===== config.mk =====
export PLATFORM = sky130hd
export DESIGN_NAME = mbfc_verdict
export DESIGN_NICKNAME = d
export VERILOG_FILES = /design/src/mbfc_pkg.sv /design/src/mbfc_verdict.sv
export SDC_FILE = /design/constraint.sdc
export NUM_CORES = 1
export LEC_CHECK = 0
export ABC_AREA = 1
export ABC_CLOCK_PERIOD_IN_PS = 3200
export BUFFER_PORTS_ARGS = -buffer_cell sky130_fd_sc_hd__buf_2
export CAP_MARGIN = 20
export CORE_MARGIN = 2
export CORE_UTILIZATION = 44
export DETAILED_ROUTE_END_ITERATION = 10
export PLACE_DENSITY_LB_ADDON = 0.2
export SYNTH_ARGS = -nofsm -noshare
export SYNTH_HDL_FRONTEND = slang
export SYNTH_SLANG_ARGS = --single-unit
export TNS_END_PERCENT = 50

===== constraint.sdc =====
create_clock -name vclk -period 3.2
set_clock_uncertainty 0.15 [all_clocks]
set_input_delay 0 -clock vclk [all_inputs]
set_output_delay 0 -clock vclk [all_outputs]
set_load 0.03 [all_outputs]

===== src/mbfc_pkg.sv =====
package mbfc_pkg;

    // Sizes
    localparam int LENGTH_BITS_DEF = 9;
    localparam int LEN_W           = 9;
    localparam int CFG_IDX_W       = 2;
    localparam int CFG_DATA_W      = 8;

    // Configuration register indexes
    localparam logic [CFG_IDX_W-1:0] CFG_ROLE           = 2'd0;
    localparam logic [CFG_IDX_W-1:0] CFG_OWN_ADDRESS    = 2'd1;
    localparam logic [CFG_IDX_W-1:0] CFG_CRC_HIGH_FIRST = 2'd2;

    // Reset value of the own address configuration register
    localparam logic [7:0] OWN_ADDRESS_RST = 8'd1;

    // Roles
    localparam logic ROLE_SLAVE  = 1'b0;
    localparam logic ROLE_MASTER = 1'b1;

    // Station addresses
    localparam logic [7:0] ADDR_BROADCAST = 8'd0;
    localparam logic [7:0] ADDR_MAX       = 8'd247;

    // CRC-16/MODBUS, reflected form
    localparam logic [15:0] CRC_INIT = 16'hFFFF;
    localparam logic [15:0] CRC_POLY = 16'hA001;

    // Frame positions of the captured header bytes
    localparam int POS_STATION = 0;
    localparam int POS_FC      = 1;
    localparam int POS_H2      = 2;
    localparam int POS_H3      = 6;
    localparam int POS_H4      = 10;

    // Smallest frame that gets a full check
    localparam int MIN_FRAME = 4;

    // Function codes
    localparam logic [7:0] FC_READ_COILS    = 8'h01;
    localparam logic [7:0] FC_READ_DISCRETE = 8'h02;
    localparam logic [7:0] FC_READ_HOLDING  = 8'h03;
    localparam logic [7:0] FC_READ_INPUT    = 8'h04;
    localparam logic [7:0] FC_WRITE_COIL    = 8'h05;
    localparam logic [7:0] FC_WRITE_REG     = 8'h06;
    localparam logic [7:0] FC_WRITE_COILS   = 8'h0F;
    localparam logic [7:0] FC_WRITE_REGS    = 8'h10;
    localparam logic [7:0] FC_READ_FILE     = 8'h14;
    localparam logic [7:0] FC_WRITE_FILE    = 8'h15;
    localparam logic [7:0] FC_MASK_WRITE    = 8'h16;
    localparam logic [7:0] FC_RW_REGS       = 8'h17;
    localparam logic [7:0] FC_ENC_IFACE     = 8'h2B;
    localparam logic [7:0] FC_EXC_FLAG      = 8'h80;

    // Verdict codes
    typedef enum logic [2:0] {
        ST_SHORT      = 3'd0,
        ST_ADDR_REJ   = 3'd1,
        ST_ACCEPTED   = 3'd2,
        ST_CRC_BAD    = 3'd3,
        ST_TRUNCATED  = 3'd4,
        ST_UNKNOWN_FC = 3'd5
    } t_status;

    // Configuration set
    typedef struct packed {
        logic       role;
        logic [7:0] own_address;
        logic       crc_high_first;
    } t_cfg;

    // Advance the CRC over one byte, one bit per step
    function automatic logic [15:0] crc16_byte(logic [15:0] crc, logic [7:0] b);
        logic [15:0] c;
        c = crc ^ {8'h00, b};
        for (int k = 0; k < 8; k++) begin
            c = c[0] ? ((c >> 1) ^ CRC_POLY) : (c >> 1);
        end
        return c;
    endfunction

    // Expected frame length for a function code; zero for an unknown code
    function automatic logic [LEN_W-1:0] table_length(logic role, logic [7:0] fc,
                                                      logic [7:0] h2, logic [7:0] h3,
                                                      logic [7:0] h4);
        logic [LEN_W-1:0] len;
        len = '0;
        if (role == ROLE_SLAVE) begin
            case (fc)
                FC_READ_COILS, FC_READ_DISCRETE, FC_READ_HOLDING,
                FC_READ_INPUT, FC_WRITE_COIL, FC_WRITE_REG: len = 9'd8;
                FC_WRITE_COILS, FC_WRITE_REGS:              len = {1'b0, h3} + 9'd9;
                FC_READ_FILE, FC_WRITE_FILE:                len = {1'b0, h2} + 9'd5;
                FC_MASK_WRITE:                              len = 9'd10;
                FC_RW_REGS:                                 len = {1'b0, h4} + 9'd13;
                FC_ENC_IFACE:                               len = 9'd7;
                default:                                    len = '0;
            endcase
        end else begin
            case (fc)
                FC_READ_COILS, FC_READ_DISCRETE, FC_READ_HOLDING, FC_READ_INPUT,
                FC_READ_FILE, FC_WRITE_FILE, FC_RW_REGS:    len = {1'b0, h2} + 9'd5;
                FC_WRITE_COIL, FC_WRITE_REG,
                FC_WRITE_COILS, FC_WRITE_REGS:              len = 9'd8;
                FC_MASK_WRITE:                              len = 9'd10;
                FC_READ_COILS | FC_EXC_FLAG, FC_READ_DISCRETE | FC_EXC_FLAG,
                FC_READ_HOLDING | FC_EXC_FLAG, FC_READ_INPUT | FC_EXC_FLAG,
                FC_WRITE_COIL | FC_EXC_FLAG, FC_WRITE_REG | FC_EXC_FLAG,
                FC_WRITE_COILS | FC_EXC_FLAG, FC_WRITE_REGS | FC_EXC_FLAG,
                FC_READ_FILE | FC_EXC_FLAG, FC_WRITE_FILE | FC_EXC_FLAG,
                FC_MASK_WRITE | FC_EXC_FLAG, FC_RW_REGS | FC_EXC_FLAG:
                                                            len = 9'd5;
                FC_ENC_IFACE:                               len = 9'd13;
                FC_ENC_IFACE | FC_EXC_FLAG:                 len = 9'd6;
                default:                                    len = '0;
            endcase
        end
        return len;
    endfunction

endpackage


===== src/mbfc_verdict.sv =====
module mbfc_verdict #(
    parameter int LENGTH_BITS = mbfc_pkg::LENGTH_BITS_DEF
) (
    input  mbfc_pkg::t_cfg                i_cfg,
    input  logic [7:0]                    i_station,
    input  logic [7:0]                    i_fc,
    input  logic [LENGTH_BITS-1:0]        i_count,
    input  logic [mbfc_pkg::LEN_W-1:0]    i_exp_len,
    input  logic [15:0]                   i_crc_latched,
    input  logic [15:0]                   i_crc_received,
    output mbfc_pkg::t_status             o_status,
    output logic [7:0]                    o_station,
    output logic [7:0]                    o_fc,
    output logic [mbfc_pkg::LEN_W-1:0]    o_msg_len
);

    logic        addr_ok;
    logic [15:0] crc_calc;

    // Check the station address for the role
    always_comb begin
        if (i_cfg.role == mbfc_pkg::ROLE_SLAVE) begin
            addr_ok = (i_station == i_cfg.own_address) ||
                      (i_station == mbfc_pkg::ADDR_BROADCAST);
        end else begin
            addr_ok = (i_station != mbfc_pkg::ADDR_BROADCAST) &&
                      (i_station <= mbfc_pkg::ADDR_MAX);
        end
    end

    // Order the computed CRC as it appears on the wire
    assign crc_calc = i_cfg.crc_high_first ? i_crc_latched
                                           : {i_crc_latched[7:0], i_crc_latched[15:8]};

    // Pick the verdict
    always_comb begin
        o_status  = mbfc_pkg::ST_SHORT;
        o_station = i_station;
        o_fc      = i_fc;
        o_msg_len = '0;
        if (i_count < LENGTH_BITS'(mbfc_pkg::MIN_FRAME)) begin
            o_status  = mbfc_pkg::ST_SHORT;
            o_station = '0;
            o_fc      = '0;
        end else if (!addr_ok) begin
            o_status = mbfc_pkg::ST_ADDR_REJ;
        end else if (i_exp_len == '0) begin
            o_status  = mbfc_pkg::ST_UNKNOWN_FC;
            o_msg_len = i_count[mbfc_pkg::LEN_W-1:0];
        end else begin
            o_msg_len = i_exp_len;
            if (i_count < LENGTH_BITS'(i_exp_len)) begin
                o_status = mbfc_pkg::ST_TRUNCATED;
            end else if (crc_calc == i_crc_received) begin
                o_status = mbfc_pkg::ST_ACCEPTED;
            end else begin
                o_status = mbfc_pkg::ST_CRC_BAD;
            end
        end
    end

endmodule


[Yosys cells after proc, flatten, opt, wreduce, memory -nomap -nowiden]
Index checks and enable logic that the tools add are counted.
Cells by class
  order comparisons: 3
  equality and inequality tests: 2
  muxes and demuxes: 12
  reduce and logical (&&, ||, !) cells: 5
Operators by type and width (number)
  $mux 9: 3
  $eq 16x16->1: 1
  $mux 16: 1
  $mux 8: 2
  $mux 3: 4
  $logic_not 9->1: 1
  $lt 9x3->1 const B: 1
  $lt 9x9->1: 1
  $eq 8x8->1: 1
  $le 8x8->1 const B: 1
  $logic_not 8->1: 1
  $reduce_bool 8->1: 1
  $mux 1: 2
  $logic_and 1x1->1: 1
  $logic_or 1x1->1: 1
Word-level totals
  flip-flop bits (word level): 0
  input port bits: 76
  output and inout bits: 28
  logic and storage cells: 22

[Longest topological paths before layout]
Gate-level depths: netlist (run 1).
  depth in word-level cells: 7
  mapped depth: 13
  mapped depth without buffers: 12

[Worst setup path after synthesis (run 1)]
Ideal clock, no wire load.
  path type: input -> output
  start point: input port i_exp_len[4] in the netlist's numbering
  end point: output port o_status[0]
  data arrival time: 1.358 ns
  data required time: 3.050 ns
  setup slack: 1.692 ns
  stages on the path: 8
  path buffers: 0
  path through: inv_1 > ha_1 > nand2_1 > o21ai_0 > a21oi_1 > o21ai_0 > nand2_1 > a21oi_1
On the way
  longest elaborated chain between the ends: 5
  elaborated cells on any way between the ends: 6
  those cells by class: order compare (1); mux (4); reduce/logical (1)
RTL lines
  start, declared: RTL line mbfc_verdict.sv:8  | input logic [mbfc_pkg::LEN_W-1:0] i_exp_len,
  $lt 9x9->1: RTL line mbfc_verdict.sv:52  | if (i_count < LENGTH_BITS'(i_exp_len)) begin
  $mux 3: RTL line mbfc_verdict.sv:52
  $mux 3 *: RTL line mbfc_verdict.sv:47  | end else if (i_exp_len == '0) begin
  $mux 3 *: RTL line mbfc_verdict.sv:45  | end else if (!addr_ok) begin
  $mux 3 *: RTL line mbfc_verdict.sv:41  | if (i_count < LENGTH_BITS'(mbfc_pkg::MIN_FRAME)) begin
  end, declared: RTL line mbfc_verdict.sv:11  | output mbfc_pkg::t_status o_status,
Mark *: on every way between the ends. The rest lies on a longest branch, timed or not.

[Final worst setup path (run 1)]
Ends and elaborated chain as after synthesis.

==> results of run 1 <==
## metal layers
metal	vias up	wire [um]
met5	-	0
met4	0	0
met3	0	184
met2	52	1660
met1	746	1490
li1	999	-
## synthesized netlist by cell type
master / instances / area (sq um)
nor4_1: 2 / 12.5
nand2_2: 6 / 37.5
nand3_1: 13 / 65.1
or2_2: 1 / 6.26
nor3_1: 1 / 5.00
xnor2_1: 8 / 70.1
ha_1: 8 / 100
nand4_1: 5 / 31.3
inv_6: 1 / 8.76
a211oi_1: 1 / 7.51
buf_2: 2 / 10.0
nand2_1: 102 / 383
nand3b_1: 7 / 52.6
buf_6: 2 / 22.5
o21ai_0: 2 / 10.0
buf_4: 1 / 7.51
inv_1: 48 / 180
a21oi_1: 15 / 75.1
nor2_1: 34 / 128
o22ai_1: 1 / 6.26
clkinv_1: 2 / 7.51
## final cells by class
| type | count | area [sq um] |
|---|---|---|
| Multi-Input combinational cell | 206 | 990 |
| Fill cell | 313 | 965 |
| Timing Repair Buffer | 104 | 520 |
| Inverter | 51 | 196 |
| Tap cell | 31 | 38.8 |
## logic make-up after synthesis
| kind of cell | Yosys count | synth area share |
|---|---|---|
| simple gates | 171 | 0.588 |
| buf+inv | 56 | 0.193 |
| compound gates | 19 | 0.0806 |
| xor+xnor | 8 | 0.0571 |
| fa+ha+maj | 8 | 0.0816 |
## final timing paths
kind / end / slack (ns) / depth (start not counted) / start
setup / recovery: o_status[0] / 1.62 / 10 / i_exp_len[4]
hold / removal: o_fc[7] / 0.18 / 4 / i_fc[7]
## worst max-delay path: stages
cell and delay [ns]:
buf_2 0.09, inv_1 0.05, ha_1 0.29, nand2_1 0.07, o21ai_0 0.15, a21oi_1 0.05
o21ai_0 0.28, nand2_1 0.09, a21oi_1 0.12, buf_2 0.23
## power groups by stage
stage | sequential, mW | clock [mW] | combinational (mW)
2_1_floorplan | 0 | 0 | 0.160
3_3_place_gp | 0 | 0 | 0.245
3_5_place_dp | 0 | 0 | 0.248
4_1_cts | 0 | 0 | 0.249
5_1_grt | 0 | 0 | 0.280
6_report | 0 | 0 | 0.248
==> impl_metrics.ini, run 1 <==
[status]
status = completed

[global_route]
track_usage = 0.206
use_met1 = 0.273
grt_max_degree = 20
grt_antenna_before_repair = 0
grt_use_met2 = 0.395
grt_use_met3 = 0
grt_pass1_vias = 1472
grt_pass1_wl_um = 5760
grt_busiest_layer = met2
grt.overflow.total = 0

[final_layout]
antenna_cells = 0
fin_area_sq_um = 1750
finalNonFillerCells = 392
layout_commonest_cell = buf_2
synthToLayoutAreaGrowth_pct = 42.3
final_util = 0.644
mostFrequentLayoutCells = buf_2, nand2_1, inv_1
n_sequential_cell = 0
num-clock-buffers = 0
ff_latch_area_sq_um = 0
drive_above_1_share = 0.310
finalNetCount = 447

[place]
port-buffer-count = 104
dpl-instance-area_sq_um = 1750
gp_congestion = 0.851
dp_hpwl_um = 2930
post-place-ws_ns = 1.64
dp_cells = 392

[flow_run]
cap_violations = 0

[floorplan]
pin_count = 104
die_h_um = 56.8
rows = 19
die_w_um = 56.8
core-area_sq_um = 2710
initial_core_util = 0.452
dieArea_sq_um = 3230

[pwr]
combPwrFrac = 1.000
p_sw_mw = 0.148
powerDensity_nw_per_um2 = 142
clkPwrFrac = 0
power_mw = 0.248
p_int_mw = 0.0998
power_leakage_nw = 1.18
switching_share = 0.597
max-vdd-ir-drop_v = 0.000107
pwr-share-seq = 0

[synth]
ys_warn_count = 0
ys_types = 21
syn_area_per_cell_sq_um = 4.68
netlist_area_sq_um = 1230
synth-seq-area-share = 0
synthesis.nets = 346
synthCells = 262

[sta]
fin_crit_sh = 0.494
holdWs_ns = 0.180
rsz0062_at_grt = false
clock.fmax_mhz = 632
hold_viol_final = 0
setup_slack_ns = 1.62
relSlewSlack = 0.722
setup_tns_ns = 0
fin_crit_ns = 1.58
setup_viol = 0
tightestPinTransition_ns = 0.414
slew_viol_final = 0

[routing]
drcViolationCount = 0
ant_nets = 0
via_count = 1797
wl_um = 3330
drt_iter0_drc = 50
routedWlPerCell_um = 8.51
dr.pass1.iters = 4
via_per_inst = 4.58

[critical_path]
critPathLaunchType = input port
worstSetupPathType = in2out
worstPathMaxFanout = 3
crit_arrival_ns = 1.43
required_ns = 3.05
cp-end-kind = output pin

[clock_network]
cts_resized = 0
cts_hold_buf = 0
post_cts_buffers = 0

[min_path]
holdCritPathClass = in2out
Note: power is estimated with default switching activity, not from simulation.
==> inputs of run 2 (changes only) <==
--- a/config.mk
+++ b/config.mk
@@ -5,12 +5,12 @@
 export SDC_FILE = /design/constraint.sdc
 export NUM_CORES = 1
 export LEC_CHECK = 0
-export ABC_AREA = 1
-export ABC_CLOCK_PERIOD_IN_PS = 3200
+export ABC_AREA = 0
+export ABC_CLOCK_PERIOD_IN_PS = 1500
 export BUFFER_PORTS_ARGS = -buffer_cell sky130_fd_sc_hd__buf_2
 export CAP_MARGIN = 20
 export CORE_MARGIN = 2
-export CORE_UTILIZATION = 44
+export CORE_UTILIZATION = 40
 export DETAILED_ROUTE_END_ITERATION = 10
 export PLACE_DENSITY_LB_ADDON = 0.2
 export SYNTH_ARGS = -nofsm -noshare
==> constraint.sdc (replaced) <==
create_clock -name vclk -period 1.5
set_clock_uncertainty 0.15 [all_clocks]
set_input_delay 0 -clock vclk [all_inputs]
set_output_delay 0 -clock vclk [all_outputs]
set_load 0.03 [all_outputs]
==> run 2 against run 1 <==
Effect of this change: the flow now finishes with violations (setup timing); worst setup slack got worse by 1.8 ns; area after synthesis fell by 5.9%; cell area rose by 20%; hold slack improved by 0.022 ns; flip-flop and latch count did not move; via count fell by 4.1%; critical path type unchanged; critical endpoint is now o_msg_len[3].
==> impl_metrics.ini, run 2 <==
[status]
status = complete, but fails checks
violations = setup timing

[synth]
ys_types = 34
yosysTopAreaCellShare = 0.165
synthCells = 166
ys_warn_count = 0
synth-simple-area-share = 0.536
synth_xor_area_frac = 0.0911
ys_top_cells_by_count = nor4bb_1, and2_1, nor2_1, a21oi_1, xor2_1
synthesis.nets = 250
synth_compound_area_frac = 0.188
synth_top_family_by_area = simple AND/OR/NAND/NOR gates
synth_most_common_cell = nor4bb_1
synth_fa_ha_area_frac = 0.0868
synth.area.top_cells = nor4bb_1, xor2_1, and2_1
netlist_area_sq_um = 1150
synth-seq-area-share = 0
synth_top_cell_by_area = nor4bb_1
synth.area.mux_share = 0.0347
syn_area_per_cell_sq_um = 6.95

[sta]
holdWs_ns = 0.201
hold_viol_final = 0
setup_slack_ns = -0.151
slew_viol_final = 0
fin_crit_ns = 1.65
rsz0062_at_grt = true
relSlewSlack = 0.756
setup_viol = 12
clock.fmax_mhz = 606
fin_crit_sh = 1.10
tightestPinTransition_ns = 0.362

[routing]
drt_iter0_drc = 84
drt-met1-wl_um = 1750
via_per_inst = 5.37
dr.pass1.iters = 4
routedWlPerCell_um = 12.8
top_layer = met4
route.met2.wl_um = 2080
wl_um = 4110
ant_nets = 0
drcViolationCount = 0
via_count = 1724
wl_met3_um = 262

[critical_path]
worstSetupPathType = in2out
required_ns = 1.35
critPathLaunchType = input port
cp-end-kind = output pin
worstPathMaxFanout = 6
crit_arrival_ns = 1.50

[final_layout]
layout_commonest_cell = buf_2
n_fill_cell = 210
ff_latch_area_sq_um = 0
drive_above_1_share = 0.531
synthToLayoutAreaGrowth_pct = 81.0
antenna_cells = 0
final_util = 0.757
mostFrequentLayoutCells = buf_2, buf_4, nor4bb_1, buf_6, and2_1
finalNonFillerCells = 321
num-clock-buffers = 0
n_sequential_cell = 0
finalNetCount = 376
fin_area_sq_um = 2090

[global_route]
grt_antenna_before_repair = 0
grt.overflow.total = 0
track_usage = 0.199
grt_pass1_vias = 1482
grt_max_degree = 19
grt_pass1_wl_um = 5670

[floorplan]
initial_core_util = 0.418
dieArea_sq_um = 3330
die_w_um = 57.7
pin_count = 104
die_h_um = 57.7
core-area_sq_um = 2760
rows = 19

[min_path]
whs_path_depth = 3
hold_end = o_fc[0]
holdCritPathClass = in2out
hold_start = i_fc[0]

[place]
dpl-instance-area_sq_um = 1860
gp_congestion = 0.860
dp_cells = 321
port-buffer-count = 104
dp_hpwl_um = 2920

[pwr]
switching_share = 0.522
max-vdd-ir-drop_v = 0.000243
power_leakage_nw = 1.05
p_int_mw = 0.299
pwr-share-seq = 0
p_sw_mw = 0.327
powerDensity_nw_per_um2 = 300
clkPwrFrac = 0
combPwrFrac = 1.000

[flow_run]
cap_violations = 0

[clock_network]
post_cts_buffers = 0
-- run 2: changes by cell type in the layout (fill, tap and decap cells not counted), moves of 11 or more --
| cell | change |
|---|---|
| xor2_1 | +11 |
| nor4bb_1 | +17 |
| buf_2 | -19 |
| buf_6 | +17 |
| inv_1 | -40 |
| nor2_1 | -28 |
| and2_1 | +16 |
| buf_4 | +27 |
| nand2_1 | -94 |
-- run 2: critical path, cell delays in order --
cell      delay, ns
buf_2          0.12
nor4_1         0.38
nand2_1        0.12
a21boi_1       0.16
o21ai_2        0.18
nand2_2        0.11
buf_6          0.16
nor2_2         0.12
buf_6          0.14
-- run 2: final cells by class --
class / count / area, sq um / share of cell area
multi-input cells: 152 / 1200 / 0.573
repair buffers: 129 / 820 / 0.392
well taps: 31 / 38.8 / 0.0186
inverters: 9 / 33.8 / 0.0162
-- run 2: repair_timing --
item | CTS | global route
endpoints found under the setup margin | 12 | 12
pin swaps | 6 | 9
resized for setup | 24 | 35
cloned | 0 | 0
hold buffers | 0 | 0
-- run 2: power by group through the flow --
stage / logic [mW] / clock network [mW] / registers (mW)
floorplan: 0.281 / 0 / 0
global placement: 0.529 / 0 / 0
detailed placement: 0.534 / 0 / 0
CTS: 0.571 / 0 / 0
global route: 0.675 / 0 / 0
finish: 0.626 / 0 / 0
-- run 2: how the worst max path moves through the flow --
stage,cells after the start,end,startpoint
floorplan,7,o_status[1],i_cfg[8]
global placement,10,o_status[1],i_count[6]
detailed placement,10,o_status[1],i_count[6]
CTS,9,o_msg_len[4],i_station[4]
global route,9,o_msg_len[3],i_station[0]
finish,9,o_msg_len[3],i_station[0]
-- run 2: cells by family after synthesis --
kind of cell	after synthesis
fa+ha+maj	8
buf+inv	14
simple gates	94
xor+xnor	12
compound gates	34
mux	4
-- run 2: through the flow --
stage / setup WS, ns / total power, mW / TNS (ns)
global placement: -0.139 / 0.529 / -1.01
detailed placement: -0.151 / 0.534 / -0.992
global route: -0.317 / 0.675 / -3.44
CTS: -0.0268 / 0.571 / -0.215
floorplan: 0.0561 / 0.281 / 0
finish: -0.151 / 0.626 / -1.47
-- run 2: metal layers --
metal  track usage  vias up
met4        0.0299        0
met3        0.0156        2
met1         0.249      763
li1              -      889
met2         0.373       70
met5             0        -
